## src/lei_pkg.sv

```systemverilog
`timescale 1ns / 1ps
`default_nettype none
// ----------------------------------------------------------------------------
// lei_pkg
// Shared widths, register map and saturation helper for the Lorenz
// Euler integrator.
// ----------------------------------------------------------------------------
package lei_pkg;

    localparam int COORD_W    = 32;
    localparam int DT_W       = 31;
    localparam int CNT_W      = 16;
    localparam int CFG_ADDR_W = 3;
    localparam int CFG_DATA_W = 32;
    localparam int FRAC_W     = 24;
    localparam int MUL_W      = 33;
    localparam int PROD_W     = 2 * MUL_W;
    localparam int DER_W      = PROD_W - FRAC_W;
    localparam int ACC_W      = 52;

    localparam logic [CFG_ADDR_W-1:0] REG_SIGMA       = 3'd0;
    localparam logic [CFG_ADDR_W-1:0] REG_BETA        = 3'd1;
    localparam logic [CFG_ADDR_W-1:0] REG_RHO         = 3'd2;
    localparam logic [CFG_ADDR_W-1:0] REG_TIME_STEP   = 3'd3;
    localparam logic [CFG_ADDR_W-1:0] REG_START_X     = 3'd4;
    localparam logic [CFG_ADDR_W-1:0] REG_START_Y     = 3'd5;
    localparam logic [CFG_ADDR_W-1:0] REG_START_Z     = 3'd6;
    localparam logic [CFG_ADDR_W-1:0] REG_POINT_COUNT = 3'd7;

    localparam logic [COORD_W-1:0] RST_SIGMA       = 32'd167772160;
    localparam logic [COORD_W-1:0] RST_BETA        = 32'd44738124;
    localparam logic [COORD_W-1:0] RST_RHO         = 32'd469762048;
    localparam logic [DT_W-1:0]    RST_TIME_STEP   = 31'd16777;
    localparam logic [COORD_W-1:0] RST_START       = 32'd16777216;
    localparam logic [CNT_W-1:0]   RST_POINT_COUNT = 16'd50000;

    function automatic logic [COORD_W-1:0] sat_coord(input logic [ACC_W-1:0] v);
        logic [ACC_W-COORD_W:0] top;
        top = v[ACC_W-1:COORD_W-1];
        if ((&top) || !(|top)) begin
            return v[COORD_W-1:0];
        end else if (v[ACC_W-1]) begin
            return {1'b1, {(COORD_W-1){1'b0}}};
        end else begin
            return {1'b0, {(COORD_W-1){1'b1}}};
        end
    endfunction

endpackage
`default_nettype wire

```

## src/lei_mul.sv

```systemverilog
`timescale 1ns / 1ps
`default_nettype none
// ----------------------------------------------------------------------------
// lei_mul
// Shared signed multiplier with a registered full-width product.
// ----------------------------------------------------------------------------
module lei_mul (
    input  wire logic                                aclk,
    input  wire logic signed [lei_pkg::MUL_W-1:0]    a,
    input  wire logic signed [lei_pkg::MUL_W-1:0]    b,
    output logic signed [lei_pkg::PROD_W-1:0]        p_reg
);

    always_ff @(posedge aclk) begin
        p_reg <= a * b;
    end

endmodule
`default_nettype wire

```

## src/lorenz_euler_integrator.sv

```systemverilog
`timescale 1ns / 1ps
`default_nettype none
// ----------------------------------------------------------------------------
// lorenz_euler_integrator
// Lorenz attractor point generator, explicit Euler steps in Q8.24.
//
// Input channel (s_): one beat carries s_restart. A restart beat loads the
// position from the start registers and returns point 0; a step beat
// advances the trajectory one Euler step and returns the next point. Steps
// before a restart or past the last point return no beat.
// Output channel (m_): point index, x, y, z and a last flag on the point
// whose index is point_count minus one (a point_count of zero counts as one).
// Config port: cfg_we / cfg_addr / cfg_wdata, to be written only while idle
// by the user; the block does not enforce this. A step runs ten products
// through one shared 33x33 multiplier, one issued per cycle, over the
// compute phases, then the emit state loads the output register; one item
// at a time. The output register lets the next item enter while a point
// waits; a stalled receiver holds the finished point and the block stops
// at its next output load.
// Reset: coefficients and start point return to their defaults, the block
// is idle and waits for a restart.
// ----------------------------------------------------------------------------
module lorenz_euler_integrator (
    input  wire logic                                 aclk,
    input  wire logic                                 aresetn,
    input  wire logic                                 cfg_we,
    input  wire logic [lei_pkg::CFG_ADDR_W-1:0]       cfg_addr,
    input  wire logic [lei_pkg::CFG_DATA_W-1:0]       cfg_wdata,
    input  wire logic                                 s_valid,
    output logic                                      s_ready,
    input  wire logic                                 s_restart,
    output logic                                      m_valid,
    input  wire logic                                 m_ready,
    output logic [lei_pkg::CNT_W-1:0]                 m_point_index,
    output logic signed [lei_pkg::COORD_W-1:0]        m_x_out,
    output logic signed [lei_pkg::COORD_W-1:0]        m_y_out,
    output logic signed [lei_pkg::COORD_W-1:0]        m_z_out,
    output logic                                      m_last
);

    localparam int CW = lei_pkg::COORD_W;
    localparam int MW = lei_pkg::MUL_W;
    localparam int DW = lei_pkg::DER_W;
    localparam int AW = lei_pkg::ACC_W;
    localparam int FW = lei_pkg::FRAC_W;
    localparam int NW = lei_pkg::CNT_W;
    localparam int HI_W = DW - FW;

    localparam logic [3:0] PH_SIG  = 4'd0;
    localparam logic [3:0] PH_RHO  = 4'd1;
    localparam logic [3:0] PH_XY   = 4'd2;
    localparam logic [3:0] PH_BETA = 4'd3;
    localparam logic [3:0] PH_XHI  = 4'd4;
    localparam logic [3:0] PH_XLO  = 4'd5;
    localparam logic [3:0] PH_YHI  = 4'd6;
    localparam logic [3:0] PH_YLO  = 4'd7;
    localparam logic [3:0] PH_ZHI  = 4'd8;
    localparam logic [3:0] PH_ZLO  = 4'd9;
    localparam logic [3:0] PH_LAST = 4'd10;

    typedef enum logic [1:0] {ST_IDLE, ST_CALC, ST_EMIT} state_t;

    state_t                 state_reg;
    logic [3:0]             phase_reg;
    logic signed [CW-1:0]   sigma_reg, beta_reg, rho_reg;
    logic signed [CW-1:0]   start_x_reg, start_y_reg, start_z_reg;
    logic [lei_pkg::DT_W-1:0] dt_reg;
    logic [NW-1:0]          count_reg;
    logic signed [CW-1:0]   pos_x_reg, pos_y_reg, pos_z_reg;
    logic [NW-1:0]          idx_reg;
    logic                   running_reg;
    logic signed [DW-1:0]   dx_reg, dy_reg, dz_reg;
    logic signed [AW-1:0]   acc_reg;

    logic                   m_valid_reg, m_last_reg;
    logic [NW-1:0]          m_index_reg;
    logic signed [CW-1:0]   m_x_reg, m_y_reg, m_z_reg;

    logic signed [MW-1:0]               mul_a, mul_b;
    logic signed [lei_pkg::PROD_W-1:0]  prod;
    logic signed [DW-1:0]               prod_sh;
    logic signed [AW-1:0]               prod_low, prod_sh_ext, acc_sum;
    logic signed [DW-1:0]               d_sel;
    logic [NW:0]                        idx_inc, eff_cnt;
    logic                               in_beat, emit_go;

    lei_mul u_mul (
        .aclk  (aclk),
        .a     (mul_a),
        .b     (mul_b),
        .p_reg (prod)
    );

    assign prod_sh     = prod[lei_pkg::PROD_W-1:FW];
    assign prod_low    = prod[AW-1:0];
    assign prod_sh_ext = {{(AW-DW){prod_sh[DW-1]}}, prod_sh};
    assign acc_sum     = acc_reg + prod_sh_ext;
    assign idx_inc     = {1'b0, idx_reg} + {{NW{1'b0}}, 1'b1};
    assign eff_cnt     = (count_reg == '0) ? {{NW{1'b0}}, 1'b1} : {1'b0, count_reg};
    assign in_beat     = s_valid && s_ready;
    assign emit_go     = (state_reg == ST_EMIT) && (!m_valid_reg || m_ready);

    assign s_ready       = (state_reg == ST_IDLE);
    assign m_valid       = m_valid_reg;
    assign m_point_index = m_index_reg;
    assign m_x_out       = m_x_reg;
    assign m_y_out       = m_y_reg;
    assign m_z_out       = m_z_reg;
    assign m_last        = m_last_reg;

    // operand select for the shared multiplier
    always_comb begin
        case (phase_reg)
            PH_XHI, PH_XLO: d_sel = dx_reg;
            PH_YHI, PH_YLO: d_sel = dy_reg;
            default:        d_sel = dz_reg;
        endcase
        case (phase_reg)
            PH_SIG: begin
                mul_a = {sigma_reg[CW-1], sigma_reg};
                mul_b = {pos_y_reg[CW-1], pos_y_reg} - {pos_x_reg[CW-1], pos_x_reg};
            end
            PH_RHO: begin
                mul_a = {pos_x_reg[CW-1], pos_x_reg};
                mul_b = {rho_reg[CW-1], rho_reg} - {pos_z_reg[CW-1], pos_z_reg};
            end
            PH_XY: begin
                mul_a = {pos_x_reg[CW-1], pos_x_reg};
                mul_b = {pos_y_reg[CW-1], pos_y_reg};
            end
            PH_BETA: begin
                mul_a = {beta_reg[CW-1], beta_reg};
                mul_b = {pos_z_reg[CW-1], pos_z_reg};
            end
            PH_XHI, PH_YHI, PH_ZHI: begin
                mul_a = {{(MW-lei_pkg::DT_W){1'b0}}, dt_reg};
                mul_b = {{(MW-HI_W){d_sel[DW-1]}}, d_sel[DW-1:FW]};
            end
            PH_XLO, PH_YLO, PH_ZLO: begin
                mul_a = {{(MW-lei_pkg::DT_W){1'b0}}, dt_reg};
                mul_b = {{(MW-FW){1'b0}}, d_sel[FW-1:0]};
            end
            default: begin
                mul_a = '0;
                mul_b = '0;
            end
        endcase
    end

    always_ff @(posedge aclk) begin
        if (!aresetn) begin
            state_reg   <= ST_IDLE;
            phase_reg   <= PH_SIG;
            sigma_reg   <= lei_pkg::RST_SIGMA;
            beta_reg    <= lei_pkg::RST_BETA;
            rho_reg     <= lei_pkg::RST_RHO;
            dt_reg      <= lei_pkg::RST_TIME_STEP;
            start_x_reg <= lei_pkg::RST_START;
            start_y_reg <= lei_pkg::RST_START;
            start_z_reg <= lei_pkg::RST_START;
            count_reg   <= lei_pkg::RST_POINT_COUNT;
            pos_x_reg   <= '0;
            pos_y_reg   <= '0;
            pos_z_reg   <= '0;
            idx_reg     <= '0;
            running_reg <= 1'b0;
            m_valid_reg <= 1'b0;
        end else begin
            if (cfg_we) begin
                unique case (cfg_addr)
                    lei_pkg::REG_SIGMA:       sigma_reg   <= cfg_wdata;
                    lei_pkg::REG_BETA:        beta_reg    <= cfg_wdata;
                    lei_pkg::REG_RHO:         rho_reg     <= cfg_wdata;
                    lei_pkg::REG_TIME_STEP:   dt_reg      <= cfg_wdata[lei_pkg::DT_W-1:0];
                    lei_pkg::REG_START_X:     start_x_reg <= cfg_wdata;
                    lei_pkg::REG_START_Y:     start_y_reg <= cfg_wdata;
                    lei_pkg::REG_START_Z:     start_z_reg <= cfg_wdata;
                    lei_pkg::REG_POINT_COUNT: count_reg   <= cfg_wdata[NW-1:0];
                    default: ;
                endcase
            end

            if (m_valid_reg && m_ready && !emit_go) begin
                m_valid_reg <= 1'b0;
            end

            unique case (state_reg)
                ST_IDLE: begin
                    if (in_beat) begin
                        if (s_restart) begin
                            pos_x_reg   <= start_x_reg;
                            pos_y_reg   <= start_y_reg;
                            pos_z_reg   <= start_z_reg;
                            idx_reg     <= '0;
                            running_reg <= 1'b1;
                            state_reg   <= ST_EMIT;
                        end else if (running_reg) begin
                            if (idx_inc >= eff_cnt) begin
                                running_reg <= 1'b0;
                            end else begin
                                phase_reg <= PH_SIG;
                                state_reg <= ST_CALC;
                            end
                        end
                    end
                end
                ST_CALC: begin
                    phase_reg <= phase_reg + 4'd1;
                    case (phase_reg)
                        PH_RHO:  dx_reg  <= prod_sh;
                        PH_XY:   dy_reg  <= prod_sh - {{(DW-CW){pos_y_reg[CW-1]}}, pos_y_reg};
                        PH_BETA: dz_reg  <= prod_sh;
                        PH_XHI:  dz_reg  <= dz_reg - prod_sh;
                        PH_XLO:  acc_reg <= {{(AW-CW){pos_x_reg[CW-1]}}, pos_x_reg} + prod_low;
                        PH_YHI:  pos_x_reg <= lei_pkg::sat_coord(acc_sum);
                        PH_YLO:  acc_reg <= {{(AW-CW){pos_y_reg[CW-1]}}, pos_y_reg} + prod_low;
                        PH_ZHI:  pos_y_reg <= lei_pkg::sat_coord(acc_sum);
                        PH_ZLO:  acc_reg <= {{(AW-CW){pos_z_reg[CW-1]}}, pos_z_reg} + prod_low;
                        PH_LAST: begin
                            pos_z_reg <= lei_pkg::sat_coord(acc_sum);
                            idx_reg   <= idx_inc[NW-1:0];
                            state_reg <= ST_EMIT;
                        end
                        default: ;
                    endcase
                end
                ST_EMIT: begin
                    if (emit_go) begin
                        m_valid_reg <= 1'b1;
                        m_index_reg <= idx_reg;
                        m_x_reg     <= pos_x_reg;
                        m_y_reg     <= pos_y_reg;
                        m_z_reg     <= pos_z_reg;
                        m_last_reg  <= (idx_inc == eff_cnt);
                        if (idx_inc == eff_cnt) begin
                            running_reg <= 1'b0;
                        end
                        state_reg <= ST_IDLE;
                    end
                end
                default: state_reg <= ST_IDLE;
            endcase
        end
    end

    // a new point beat only follows an output load
    a_load_from_emit: assert property (@(posedge aclk) disable iff (!aresetn)
        $rose(m_valid) |-> $past(state_reg == ST_EMIT))
        else $error("output beat without emit state");

    a_phase_range: assert property (@(posedge aclk) disable iff (!aresetn)
        (state_reg == ST_CALC) |-> (phase_reg <= PH_LAST))
        else $error("phase counter overran");

    a_idle_step: assert property (@(posedge aclk) disable iff (!aresetn)
        (in_beat && !s_restart && !running_reg) |=> (state_reg == ST_IDLE) && !running_reg)
        else $error("idle step left idle");

    a_last_stops: assert property (@(posedge aclk) disable iff (!aresetn)
        (m_valid && m_last && state_reg == ST_IDLE) |-> !running_reg)
        else $error("trajectory still running after last point");

    a_calc_ends_emit: assert property (@(posedge aclk) disable iff (!aresetn)
        (state_reg == ST_CALC && phase_reg == PH_LAST) |=> (state_reg == ST_EMIT))
        else $error("step did not reach emit");

endmodule
`default_nettype wire

```

## config.mk

```make
export PLATFORM = sky130hd
export DESIGN_NAME = lorenz_euler_integrator
export DESIGN_NICKNAME = d
export VERILOG_FILES = /design/src/lei_pkg.sv /design/src/lei_mul.sv /design/src/lorenz_euler_integrator.sv
export SDC_FILE = /design/constraint.sdc
export NUM_CORES = 2
export LEC_CHECK = 0
export CAP_MARGIN = 10
export CORE_MARGIN = 8
export CORE_UTILIZATION = 30
export DETAILED_ROUTE_END_ITERATION = 6
export DONT_BUFFER_PORTS = 1
export SLEW_MARGIN = 20
export SYNTH_ARGS = -nofsm -noshare
export SYNTH_HDL_FRONTEND = slang
export SYNTH_HIERARCHICAL = 1
export SYNTH_SLANG_ARGS = --single-unit
```

## constraint.sdc

```tcl
create_clock -name aclk -period 11.4 [get_ports aclk]
set_clock_uncertainty 0.05 [all_clocks]
set_input_delay 1.14 -clock aclk [delete_from_list [all_inputs] [get_ports aclk]]
set_output_delay 1.14 -clock aclk [all_outputs]
set_load 0.005 [all_outputs]
```

==> flow_metrics.py <==
metrics = {
    "run_status": {
        "outcome": "finished with violations",
        "violations": "DRC",
    },
    "finish": {
        "areaGrowthSynthToFinish_pct": 10.7,
        "largest_reg_flops": 66,
        "final_cell_mix": "1372 x inv_1, 1315 x nand2_1, 1151 x fa_1",
        "fin_nets": 10600,
        "final_common_cell": "inv_1",
        "fill_cells": 27400,
        "drive_gt1_share_pct": 6.46,
        "final_cells": 12500,
    },
    "cts": {
        "cts_hold_buffers": 0,
        "cts_sinks": 716,
        "root_buffer": "clkbuf_16",
        "clkLatencyLatePin_ns": 0.71,
        "cts_tree": "yes",
        "cts_made_buffers": 80,
        "cts.htree.levels": 3,
        "clk_pin_slew_ns": 0.06,
        "clockBufferDepth": 3,
    },
    "grt": {
        "antenna_found_initial": 31,
        "overflow": 0,
        "grt_max_degree": 366,
        "grt_pass1_wl_mm": 446,
        "grt_pass1_vias": 67300,
        "grt_usage_pct": 20.7,
    },
    "routing": {
        "dr.first_iter.drc_count": 6814,
        "drtAntennaViolNets": 0,
        "drt_first_pass_iters": 7,
        "routed_wl_mm": 303,
        "vias": 66000,
        "wl_per_cell_um": 24.2,
        "vias_per_cell": 5.26,
        "drc": 2,
    },
    "setup_path": {
        "cp-start-kind": "flip-flop",
        "critPathMaxStageDelay_ns": 0.55,
        "cp_common_cell": "fa_1",
        "end_kind": "flip-flop",
        "slowest_stage": "fa_1",
        "worst-setup-path-type": "reg2reg",
        "worstPathArrival_ns": 11.51,
        "worst-path-max-fanout": 17,
        "critPathRequiredTime_ns": 11.93,
    },
    "power": {
        "powerDensity_mw_per_mm2": 354,
        "p_seq_share_pct": 11.5,
        "irDropWorstVdd_mv": 0.667,
        "power_switching_mw": 16.7,
        "pwr-share-clk_pct": 8.8,
        "internal-power_mw": 14.9,
        "power.leakage_nw": 41.0,
        "switching_share_pct": 52.8,
        "p_comb_share_pct": 79.8,
    },
    "yosys": {
        "syn_inst": 8926,
        "ys_seq_area_share_pct": 21.3,
        "ys_ff_latch": 716,
        "async_flop_share_pct": 0,
        "synth_ff_type": "dfxtp_1",
        "synth-edff-count": 291,
        "ys_warn_count": 6,
        "avgSynthCellArea_um2": 9.05,
        "synthDistinctLibCells": 100,
        "synth_nets": 10600,
        "synth_area_mm2": 0.0808,
    },
    "sta": {
        "post-route-period-util_pct": 96.4,
        "tightest_slew_ns": 1.22,
        "fmax_mhz": 91.0,
        "hold_viol_final": 0,
        "fin_setup_tns_ns": 0,
        "grt_setup_unrepaired": "no",
        "finalWorstSetupSlack_ns": 0.414,
        "whs_ns": 0.407,
        "period_minus_slack_ns": 10.99,
        "setup_viol": 0,
        "drv_slew": 0,
        "worst_slew_margin_rel_pct": 18.5,
    },
    "floorplanning": {
        "core.rowCount": 190,
        "die_area_mm2": 0.286,
        "pin_count": 156,
        "die_w_um": 535,
        "die_y_um": 535,
        "core-area_mm2": 0.268,
        "initial_core_util_pct": 30.2,
    },
    "placement": {
        "dp_hpwl_mm": 240,
        "place_congestion": 0.995,
        "dp_cells": 12400,
        "pre_cts_ws_ns": 0.227,
        "io_buffers": 0,
    },
    "hold_path": {
        "hold_path.class": "reg2reg",
    },
    "job": {
        "cap_violations": 0,
    },
}
-- Yosys cell counts, drive strengths merged (14+ instances only) --
cell type	count	area (µm²)
a222oi	33	330
a221o	16	160
a211oi	35	285
nand4	36	225
inv	1373	5150
nor4	17	121
o21ai	336	1680
nor2	219	825
a22o	33	289
a221oi	28	245
a21boi	222	1670
or2	14	87.6
o211ai	33	258
nor3	66	347
o221ai	17	155
clkbuf	421	1600
and2	589	3680
dfxtp	425	8510
xor2	124	1090
a21o	171	1290
and3	55	344
nor2b	154	963
o21bai	120	901
o21a	60	450
a31oi	34	213
xnor2	171	1500
a22oi	56	420
buf	23	181
or3	17	111
o31ai	108	830
a21oi	355	1780
nand2b	53	332
nand3	103	515
nand2	1319	4950
edfxtp	291	8740
o22ai	18	113
ha	486	6080
fa	1151	23000
-- logic make-up after synthesis --
logic type                 share of synthesized area [%]
xor gates and xnor gates                            3.20
AOI/OAI and AO/OA                                   14.7
muxes                                             0.0759
and+or+nand+nor                                     16.0
adders and majority gates                           36.0
DFF                                                 21.3
buffers and inverters                               8.63
-- per-layer routing --
metal | track usage, % | wire length, µm | vias up
met5 | 0 | 94 | -
met4 | 10.1 | 17700 | 10
met2 | 33.2 | 137000 | 2771
met1 | 26.7 | 123000 | 33700
met3 | 4.27 | 25900 | 655
li1 | - | - | 28900
-- metrics by stage --
stage	area (µm²)	util [%]	power (mW)
3_3_place_gp	86500	32.3	28.2
4_1_cts	89200	33.3	31.3
6_report	89400	33.4	31.6
2_1_floorplan	80800	-	19.3
3_5_place_dp	86500	32.3	28.4
5_1_grt	89400	33.4	34.3
-- area by class of cell --
class                           instances  area, µm²  share of cell area [%]
Antenna cell                           22       55.1                  0.0616
Clock buffer                           94       2160                    2.41
Clock inverter                         53        553                   0.619
Inverter                             1373       5150                    5.76
Multi-Input combinational cell       6391      57000                    63.8
Sequential cell                       716      17200                    19.3
Tap cell                             3552       4440                    4.97
Timing Repair Buffer                  337       2750                    3.08
-- worst max-delay path: cells and delay by family, from the launching register on --
kind                       cells  cell delay, ns
AOI/OAI and AO/OA             16            3.95
adders and majority gates     11            5.06
and+or+nand+nor                4            0.48
DFF                            1            0.31
xor gates and xnor gates       2            0.26
buffers and inverters          6            0.73
-- power by group through the flow --
stage	registers [mW]	logic [mW]	clock network, mW
after global placement	3.64	24.6	0
after detailed placement	3.64	24.8	0
after floorplan	3.34	16.0	0
after global routing	3.59	27.8	2.89
after CTS	3.59	24.9	2.80
final	3.63	25.2	2.77
-- path summary, 6_finish.rpt --
check | start | endpoint | slack (ns) | cells past startpoint
setup / recovery | pos_y_reg[0]$_SDFFE_PN0P_ | u_mul/p_reg[60]$_DFF_P_ | 0.41 | 39
hold reg to reg | start_y_reg[19]$_SDFFE_PN0P_ | start_y_reg[19]$_SDFFE_PN0P_ | 0.41 | 2
hold / removal | start_y_reg[19]$_SDFFE_PN0P_ | start_y_reg[19]$_SDFFE_PN0P_ | 0.41 | 2
setup reg to reg | pos_y_reg[0]$_SDFFE_PN0P_ | u_mul/p_reg[60]$_DFF_P_ | 0.41 | 39
-- what timing repair did --
action                     4_1_cts  5_1_grt
resized for setup                0       16
setup endpoints to repair        0       24
buffers inserted                 0        3
No activity file was read; power rests on OpenSTA's default activity.
